**config.mk**
```make
export PLATFORM = sky130hd
export DESIGN_NAME = mavlink_frame_delimiter_top
export DESIGN_NICKNAME = d
export VERILOG_FILES = /design/src/rtl/mfd_pkg.sv /design/src/rtl/mavlink_frame_delimiter_top.sv /design/src/rtl/mfd_decode.sv
export VERILOG_INCLUDE_DIRS = /design/src /design/src/rtl
export SDC_FILE = /design/constraint.sdc
export NUM_CORES = 1
export LEC_CHECK = 0
export ABC_AREA = 1
export ABC_CLOCK_PERIOD_IN_PS = 6290
export BUFFER_PORTS_ARGS = -buffer_cell sky130_fd_sc_hd__buf_4
export CAP_MARGIN = 25
export CELL_PAD_IN_SITES_DETAIL_PLACEMENT = 2
export CELL_PAD_IN_SITES_GLOBAL_PLACEMENT = 2
export CORE_UTILIZATION = 37
export CTS_BUF_LIST = sky130_fd_sc_hd__clkbuf_16
export DETAILED_ROUTE_END_ITERATION = 10
export PLACE_DENSITY = 0.84
export SLEW_MARGIN = 20
export SYNTH_ARGS = -nofsm -noshare
export SYNTH_HDL_FRONTEND = slang
export SYNTH_SLANG_ARGS = --single-unit
export TNS_END_PERCENT = 100
```
**constraint.sdc**
```tcl
create_clock -name clk -period 6.29 [get_ports clk]
set_clock_uncertainty 0.05 [all_clocks]
set_input_delay 1.258 -clock clk [delete_from_list [all_inputs] [get_ports clk]]
set_output_delay 1.258 -clock clk [all_outputs]
set_load 0.05 [all_outputs]
```
**src/rtl/assert_macros.svh**
```systemverilog
// Assertion macros shared by the RTL files of the frame delimiter.
// Depends on a clock named clk and an active-low reset named arst_n in scope.
`ifndef ASSERT_MACROS_SVH
`define ASSERT_MACROS_SVH

// Check a property on every rising clock edge outside reset.
`define MFD_ASSERT(label, prop, msg) \
	label: assert property (@(posedge clk) disable iff (!arst_n) prop) else $error(msg);

// Check that a condition implies a consequence in the same cycle.
`define MFD_ASSERT_IMP(label, ante, cons, msg) \
	`MFD_ASSERT(label, (ante) |-> (cons), msg)

`endif

```
**src/rtl/mfd_pkg.sv**
```systemverilog
// Types and constants of the MAVLink frame delimiter.
// No dependencies; used by mfd_decode and mavlink_frame_delimiter_top.
package mfd_pkg;

	localparam logic [7:0] MARK_V1      = 8'hFE;
	localparam logic [7:0] MARK_V2      = 8'hFD;
	localparam logic [8:0] OVERHEAD_V1  = 9'd8;
	localparam logic [8:0] OVERHEAD_V2  = 9'd12;
	localparam logic [8:0] SIGNED_EXTRA = 9'd13;
	localparam logic [7:0] SIGNED_FLAG  = 8'h01;
	localparam logic [8:0] LIMIT_RESET  = 9'd250;

	// Frame phase, one-hot
	typedef enum logic [3:0] {
		PH_HUNT  = 4'b0001,
		PH_LEN   = 4'b0010,
		PH_FLAGS = 4'b0100,
		PH_BODY  = 4'b1000
	} phase_t;

	// Tag of one output byte
	typedef enum logic [1:0] {
		KIND_DISCARD = 2'd0,
		KIND_FRAME   = 2'd1,
		KIND_DONE    = 2'd2,
		KIND_ABORT   = 2'd3
	} kind_t;

	// Frame tracking state carried from byte to byte
	typedef struct packed {
		phase_t     phase;
		logic       second_version;
		logic [8:0] bytes_seen;
		logic [8:0] total_length;
	} frame_state_t;

	// One tagged output byte
	typedef struct packed {
		logic [7:0] out_byte;
		kind_t      byte_kind;
		logic [8:0] byte_position;
		logic [8:0] frame_length;
	} result_t;

	localparam frame_state_t STATE_RESET = '{
		phase:          PH_HUNT,
		second_version: 1'b0,
		bytes_seen:     9'd0,
		total_length:   9'd0
	};

endpackage

```
**src/rtl/mavlink_frame_delimiter_top.sv**
```systemverilog
// Top level of the MAVLink v1/v2 frame delimiter: registers, handshake, assertions.
// Depends on mfd_pkg, mfd_decode and assert_macros.svh.
//
// Usage:
//   Input channel in_valid/in_ready/data_byte carries one serial byte per beat.
//   Output channel out_valid/out_ready carries out_byte, byte_kind,
//   byte_position and frame_length for every input byte, in order.
//   cfg_we/cfg_wdata write max_frame_bytes; write only when idle.
// Timing:
//   The output is registered: a byte accepted at an edge is presented at the
//   output from that edge on. Throughput is one byte per cycle while out_ready
//   is high; the decode and count of one byte sit between the frame state
//   register and the output register.
// Reset:
//   arst_n clears the frame state to hunting, empties the output register and
//   sets max_frame_bytes to 250.
// Stall:
//   While out_ready is low the output beat holds and in_ready drops; a new
//   byte is taken in the same cycle the held beat leaves.
`include "assert_macros.svh"

module mavlink_frame_delimiter_top (
	input  logic       clk,
	input  logic       arst_n,
	input  logic       cfg_we,
	input  logic [8:0] cfg_wdata,
	input  logic       in_valid,
	output logic       in_ready,
	input  logic [7:0] data_byte,
	output logic       out_valid,
	input  logic       out_ready,
	output logic [7:0] out_byte,
	output logic [1:0] byte_kind,
	output logic [8:0] byte_position,
	output logic [8:0] frame_length
);

	mfd_pkg::frame_state_t state_q;
	mfd_pkg::frame_state_t state_nxt;
	mfd_pkg::result_t      res_nxt;
	mfd_pkg::result_t      res_q;
	logic [8:0]            max_frame_q;
	logic                  out_valid_q;
	logic                  in_fire;

	assign in_ready = !out_valid_q || out_ready;
	assign in_fire  = in_valid && in_ready;

	mfd_decode u_decode (
		.cur             (state_q),
		.data_byte       (data_byte),
		.max_frame_bytes (max_frame_q),
		.nxt             (state_nxt),
		.res             (res_nxt)
	);

	// Hold the byte limit register
	always_ff @(posedge clk or negedge arst_n) begin
		if (!arst_n) begin
			max_frame_q <= mfd_pkg::LIMIT_RESET;
		end else if (cfg_we) begin
			max_frame_q <= cfg_wdata;
		end
	end

	// Advance frame state on each accepted beat
	always_ff @(posedge clk or negedge arst_n) begin
		if (!arst_n) begin
			state_q     <= mfd_pkg::STATE_RESET;
			out_valid_q <= 1'b0;
		end else begin
			if (in_fire) begin
				state_q <= state_nxt;
			end
			if (in_ready) begin
				out_valid_q <= in_valid;
			end
		end
	end

	// Load the output register on accept
	always_ff @(posedge clk) begin
		if (in_fire) begin
			res_q <= res_nxt;
		end
	end

	assign out_valid     = out_valid_q;
	assign out_byte      = res_q.out_byte;
	assign byte_kind     = res_q.byte_kind;
	assign byte_position = res_q.byte_position;
	assign frame_length  = res_q.frame_length;

	// Checks
	`MFD_ASSERT_IMP(a_hunt_clear, state_q.phase == mfd_pkg::PH_HUNT,
		(state_q.bytes_seen == 9'd0) && (state_q.total_length == 9'd0),
		"hunting with stale frame counters")
	`MFD_ASSERT_IMP(a_discard_zero, out_valid_q && (res_q.byte_kind == mfd_pkg::KIND_DISCARD),
		(res_q.byte_position == 9'd0) && (res_q.frame_length == 9'd0),
		"discarded byte carries frame position or length")
	`MFD_ASSERT_IMP(a_done_last, out_valid_q && (res_q.byte_kind == mfd_pkg::KIND_DONE),
		(res_q.byte_position + 9'd1) == res_q.frame_length,
		"complete tag not on the last byte of the frame")
	`MFD_ASSERT(a_done_rehunt,
		(in_fire && (res_nxt.byte_kind == mfd_pkg::KIND_DONE)) |=>
		(state_q.phase == mfd_pkg::PH_HUNT),
		"frame completed without returning to hunt")

endmodule

```
**src/rtl/mfd_decode.sv**
```systemverilog
// Per-byte header decode, counting and tagging of the frame delimiter.
// Pure combinational; depends on mfd_pkg.
module mfd_decode (
	input  mfd_pkg::frame_state_t cur,
	input  logic [7:0]            data_byte,
	input  logic [8:0]            max_frame_bytes,
	output mfd_pkg::frame_state_t nxt,
	output mfd_pkg::result_t      res
);

	mfd_pkg::frame_state_t st;
	logic [9:0]            count;
	logic                  known;
	logic                  is_marker;
	mfd_pkg::kind_t        kind;

	// Advance the header phase for this byte
	always_comb begin
		st        = cur;
		is_marker = (data_byte == mfd_pkg::MARK_V1) || (data_byte == mfd_pkg::MARK_V2);
		unique case (cur.phase)
			mfd_pkg::PH_HUNT: begin
				if (is_marker) begin
					st.second_version = (data_byte == mfd_pkg::MARK_V2);
					st.bytes_seen     = 9'd0;
					st.total_length   = 9'd0;
					st.phase          = mfd_pkg::PH_LEN;
				end
			end
			mfd_pkg::PH_LEN: begin
				if (cur.second_version) begin
					st.total_length = {1'b0, data_byte} + mfd_pkg::OVERHEAD_V2;
					st.phase        = mfd_pkg::PH_FLAGS;
				end else begin
					st.total_length = {1'b0, data_byte} + mfd_pkg::OVERHEAD_V1;
					st.phase        = mfd_pkg::PH_BODY;
				end
			end
			mfd_pkg::PH_FLAGS: begin
				if ((data_byte & mfd_pkg::SIGNED_FLAG) != 8'd0) begin
					st.total_length = cur.total_length + mfd_pkg::SIGNED_EXTRA;
				end
				st.phase = mfd_pkg::PH_BODY;
			end
			mfd_pkg::PH_BODY: begin
				st = cur;
			end
			default: begin
				st = cur;
			end
		endcase
	end

	// Tag the byte: completion wins over the byte limit
	always_comb begin
		count = {1'b0, st.bytes_seen} + 10'd1;
		known = (st.phase == mfd_pkg::PH_BODY);
		if (known && (count >= {1'b0, st.total_length})) begin
			kind = mfd_pkg::KIND_DONE;
		end else if (count >= {1'b0, max_frame_bytes}) begin
			kind = mfd_pkg::KIND_ABORT;
		end else begin
			kind = mfd_pkg::KIND_FRAME;
		end
	end

	// Build next state and result; a non-marker while hunting is dropped
	always_comb begin
		res.out_byte = data_byte;
		if ((cur.phase == mfd_pkg::PH_HUNT) && !is_marker) begin
			nxt               = cur;
			res.byte_kind     = mfd_pkg::KIND_DISCARD;
			res.byte_position = 9'd0;
			res.frame_length  = 9'd0;
		end else begin
			res.byte_kind     = kind;
			res.byte_position = st.bytes_seen;
			res.frame_length  = known ? st.total_length : 9'd0;
			if (kind == mfd_pkg::KIND_FRAME) begin
				nxt            = st;
				nxt.bytes_seen = count[8:0];
			end else begin
				nxt = mfd_pkg::STATE_RESET;
			end
		end
	end

endmodule

```
==> reports/metrics.yaml <==
ir_worst_vdd_mv: 0.177
pin_count: 52
period_needed_ns: 5.11
power_density_nw_per_um2: 432
postSynthRegisterBits: 61
setup.worst_path.end_class: "flop"
place_worst_setup_slack_ns: 1.13
synthSimpleGateAreaFrac_pct: 22.5
detailedRoute.firstIterationViolations: 66
final_hpwl_dp_microns: 8210
drt-total-wl_microns: 11900
syn-cell-area_sq_um: 3590
worstSetupPathType: "in2reg"
setup_violations: 0
part_of_the_cycle_the_worst_path_needs_pct: 81.2
grt.busiest_layer: "met2"
post_route_cells_drive_above_1_share_pct: 22.3
grt_antenna_before_repair: 0
synth_edf_count: 28
clockBufferDepth: 2
grt_util_met1_pct: 28.2
cts-buffers-inserted: 9
finished_core_util_pct: 47.1
postSynthCellCount: 420
grt_max_degree: 34
hold_viol_final: 0
worstSkewPairLatency_ns: 0.33
grtUsageMet3_pct: 5.06
drt_first_pass_iters: 4
syn_area_per_cell_sq_um: 8.55
most_common_library_cells_after_synthesis: "95 x sky130_fd_sc_hd__nand2_1, 64 x sky130_fd_sc_hd__inv_1, 34 x sky130_fd_sc_hd__nor2_1, 34 x sky130_fd_sc_hd__o21ai_0, 28 x sky130_fd_sc_hd__edfxtp_1"
synth_fa_ha_area_share_pct: 8.36
fin_area_sq_um: 4390
hold_path_startpoint: "max_frame_q[1]"
cell_taking_the_most_area_after_synthesis: "sky130_fd_sc_hd__edfxtp_1"
grt_use_total_pct: 25.5
worst_reg2reg_path_startpoint: "state_q[19]"
grt-ovfl-total: 0
yosysSeqAreaShare_pct: 46.7
final_net_count: 520
maximum_clock_frequency_ghz: 0.196
grt_pass1_wl_microns: 19200
timing.max_cap.violations: 0
drtAntennaViolNets: 0
post_synthesis_net_count: 466
critical_path.startpoint_type: "primary input"
coreArea_sq_um: 9330
stdcell_count: 608
hold_end: "max_frame_q[1]"
synth.distinct_cells: 39
critical_path.startpoint: "data_byte[2]"
rsz0062_at_grt: "false"
post-synth-top-count-cell: "sky130_fd_sc_hd__nand2_1"
die_width_microns: 101
run_status: "complete, no violations"
worst_ep_required_time_ns: 6.47
synthToLayoutAreaGrowth_pct: 22.3
gp_routability_congestion: 0.852
yosys.area_share.xor_xnor_pct: 1.46
tritoncts: "done"
report.final.slew_viol_count: 0
post-place-cells: 592
timing.critical_path.fanout_max: 19
post_drt_wl_per_cell_microns: 19.6
fraction_of_the_mapped_netlist_area_in_compound_gates_pct: 11.8
clock_pin_slew_worst_setup_and_hold_paths_ns: 0.05
die_area_sq_um: 10100
final_critical_path_setup_slack_ns: 1.18
dr_total_vias: 3192
cts_root_buf: "sky130_fd_sc_hd__clkbuf_16"
setup_bufs_post_cts: 0
worstReg2RegEnd: "state_q[1]"
internal_reg_to_reg_setup_slack_ns: 1.84
total_power_mw: 1.90
clock-sinks: 61
vias_in_the_first_global_route: 3658
holdPathStages: 2
post_synth_mux_area_share_pct: 0.314
yosys-top-cells-area: "sky130_fd_sc_hd__edfxtp_1 23%, sky130_fd_sc_hd__dfrtp_1 18%, sky130_fd_sc_hd__nand2_1 9.9%"
synth-async-reset-ratio_pct: 54.1
cts_hold_fix_bufs: 0
ys_warn_count: 0
postSynth.topFlopCell: "sky130_fd_sc_hd__edfxtp_1"
hold_path.class: "reg2reg"
data_arrival_at_the_endpoint_of_the_critical_path_ns: 5.29
start_util_pct: 38.5
finalSetupTns_ns: 0
cellLeakagePower_nw: 2.09
timing.max_slew.rel_slack_pct: 37.8
drcViolationCount: 0
post_dp_cell_area_sq_um: 4090
routed_via_density: 5.25
io_buffer_count: 51
worst_slew_pin_slew_ns: 0.929
insertedDiodeCount: 0
die_h_microns: 101
synth_largest_type_area_fraction_pct: 23.4
hold_ws_ns: 0.453
synth_top_family_by_area: "simple AND/OR/NAND/NOR gates"
resized_gates_after_cts: 0
met2_usage_pct: 46.8
cts.htree.levels: 3
r2r_cells: 22
placementRows: 35
==> per-layer routing <==
layer,vias up,routed length (microns)
met5,-,0
met4,0,350
met3,30,374
met2,82,6310
met1,1592,4870
li1,1488,-
==> power breakdown <==
group	total (mW)	internal, mW	switching (mW)
clock	0.523	0.342	0.181
combinational	0.819	0.233	0.586
sequential	0.557	0.496	0.0606
==> layout make-up <==
cell class	count	area (sq um)
timing repair buffer	51	383
fill	1047	4930
tap	129	161
clock inverter	7	82.6
sequential	61	1680
clock buffer	9	225
inverter	71	267
multi-input combinational	280	1600
==> worst max-delay path, stage by stage <==
cell and delay, ns:
sky130_fd_sc_hd__buf_4 0.13, sky130_fd_sc_hd__ha_1 0.22, sky130_fd_sc_hd__nand3_1 0.11, sky130_fd_sc_hd__nand2_1 0.11
sky130_fd_sc_hd__nand3_4 0.21, sky130_fd_sc_hd__nand2_1 0.11, sky130_fd_sc_hd__inv_1 0.16, sky130_fd_sc_hd__ha_1 0.22
sky130_fd_sc_hd__nand3_1 0.12, sky130_fd_sc_hd__nor2_1 0.31, sky130_fd_sc_hd__xor2_1 0.29, sky130_fd_sc_hd__inv_1 0.12
sky130_fd_sc_hd__ha_1 0.30, sky130_fd_sc_hd__nand2_1 0.11, sky130_fd_sc_hd__inv_1 0.05, sky130_fd_sc_hd__a21oi_1 0.15
sky130_fd_sc_hd__nand2_1 0.07, sky130_fd_sc_hd__nand2_1 0.06, sky130_fd_sc_hd__nand2_1 0.05, sky130_fd_sc_hd__a21oi_1 0.14
sky130_fd_sc_hd__nand2_1 0.18, sky130_fd_sc_hd__a21oi_4 0.29, sky130_fd_sc_hd__nand2_4 0.22, sky130_fd_sc_hd__o21ai_0 0.29
==> placed cells by master, fill, tap and decap left out, types with 3 or more instances in the layout <==
cell and count:
sky130_fd_sc_hd__inv_1 65, sky130_fd_sc_hd__nand3_1 22, sky130_fd_sc_hd__edfxtp_1 28, sky130_fd_sc_hd__ha_1 24, sky130_fd_sc_hd__clkinv_2 3, sky130_fd_sc_hd__nor2_2 3
sky130_fd_sc_hd__o21ai_2 11, sky130_fd_sc_hd__nand2_1 95, sky130_fd_sc_hd__xor2_1 5, sky130_fd_sc_hd__nor3_1 4, sky130_fd_sc_hd__dfstp_2 7, sky130_fd_sc_hd__nand4_1 6
sky130_fd_sc_hd__dfrtp_1 26, sky130_fd_sc_hd__nand2_2 4, sky130_fd_sc_hd__nor2_1 34, sky130_fd_sc_hd__nor2_4 3, sky130_fd_sc_hd__inv_2 7, sky130_fd_sc_hd__clkbuf_16 9
sky130_fd_sc_hd__buf_4 51, sky130_fd_sc_hd__o21ai_0 34, sky130_fd_sc_hd__a21oi_1 18
==> kinds of logic after synthesis <==
group | Yosys count
XOR/XNOR | 6
buffers and inverters | 79
multiplexers | 1
AO/OA/AOI/OAI | 71
AND/OR/NAND/NOR | 178
adder cells (fa/ha/maj) | 24
flip-flops | 61
==> registers in the layout, indices dropped and copies added, names as in the netlist <==
register and flops:
byte_position 9, byte_kind 2, state_q 23, frame_length 9
out_byte 8, max_frame_q 9, out_valid 1
==> how the worst max path moves through the flow <==
stage	endpoint	cells after the start
2_1_floorplan	state_q[5]	26
3_3_place_gp	state_q[21]	24
3_5_place_dp	state_q[21]	24
4_1_cts	state_q[1]	24
5_1_grt	state_q[1]	25
6_report	state_q[1]	24
Power figures use the tool's default switching activity.
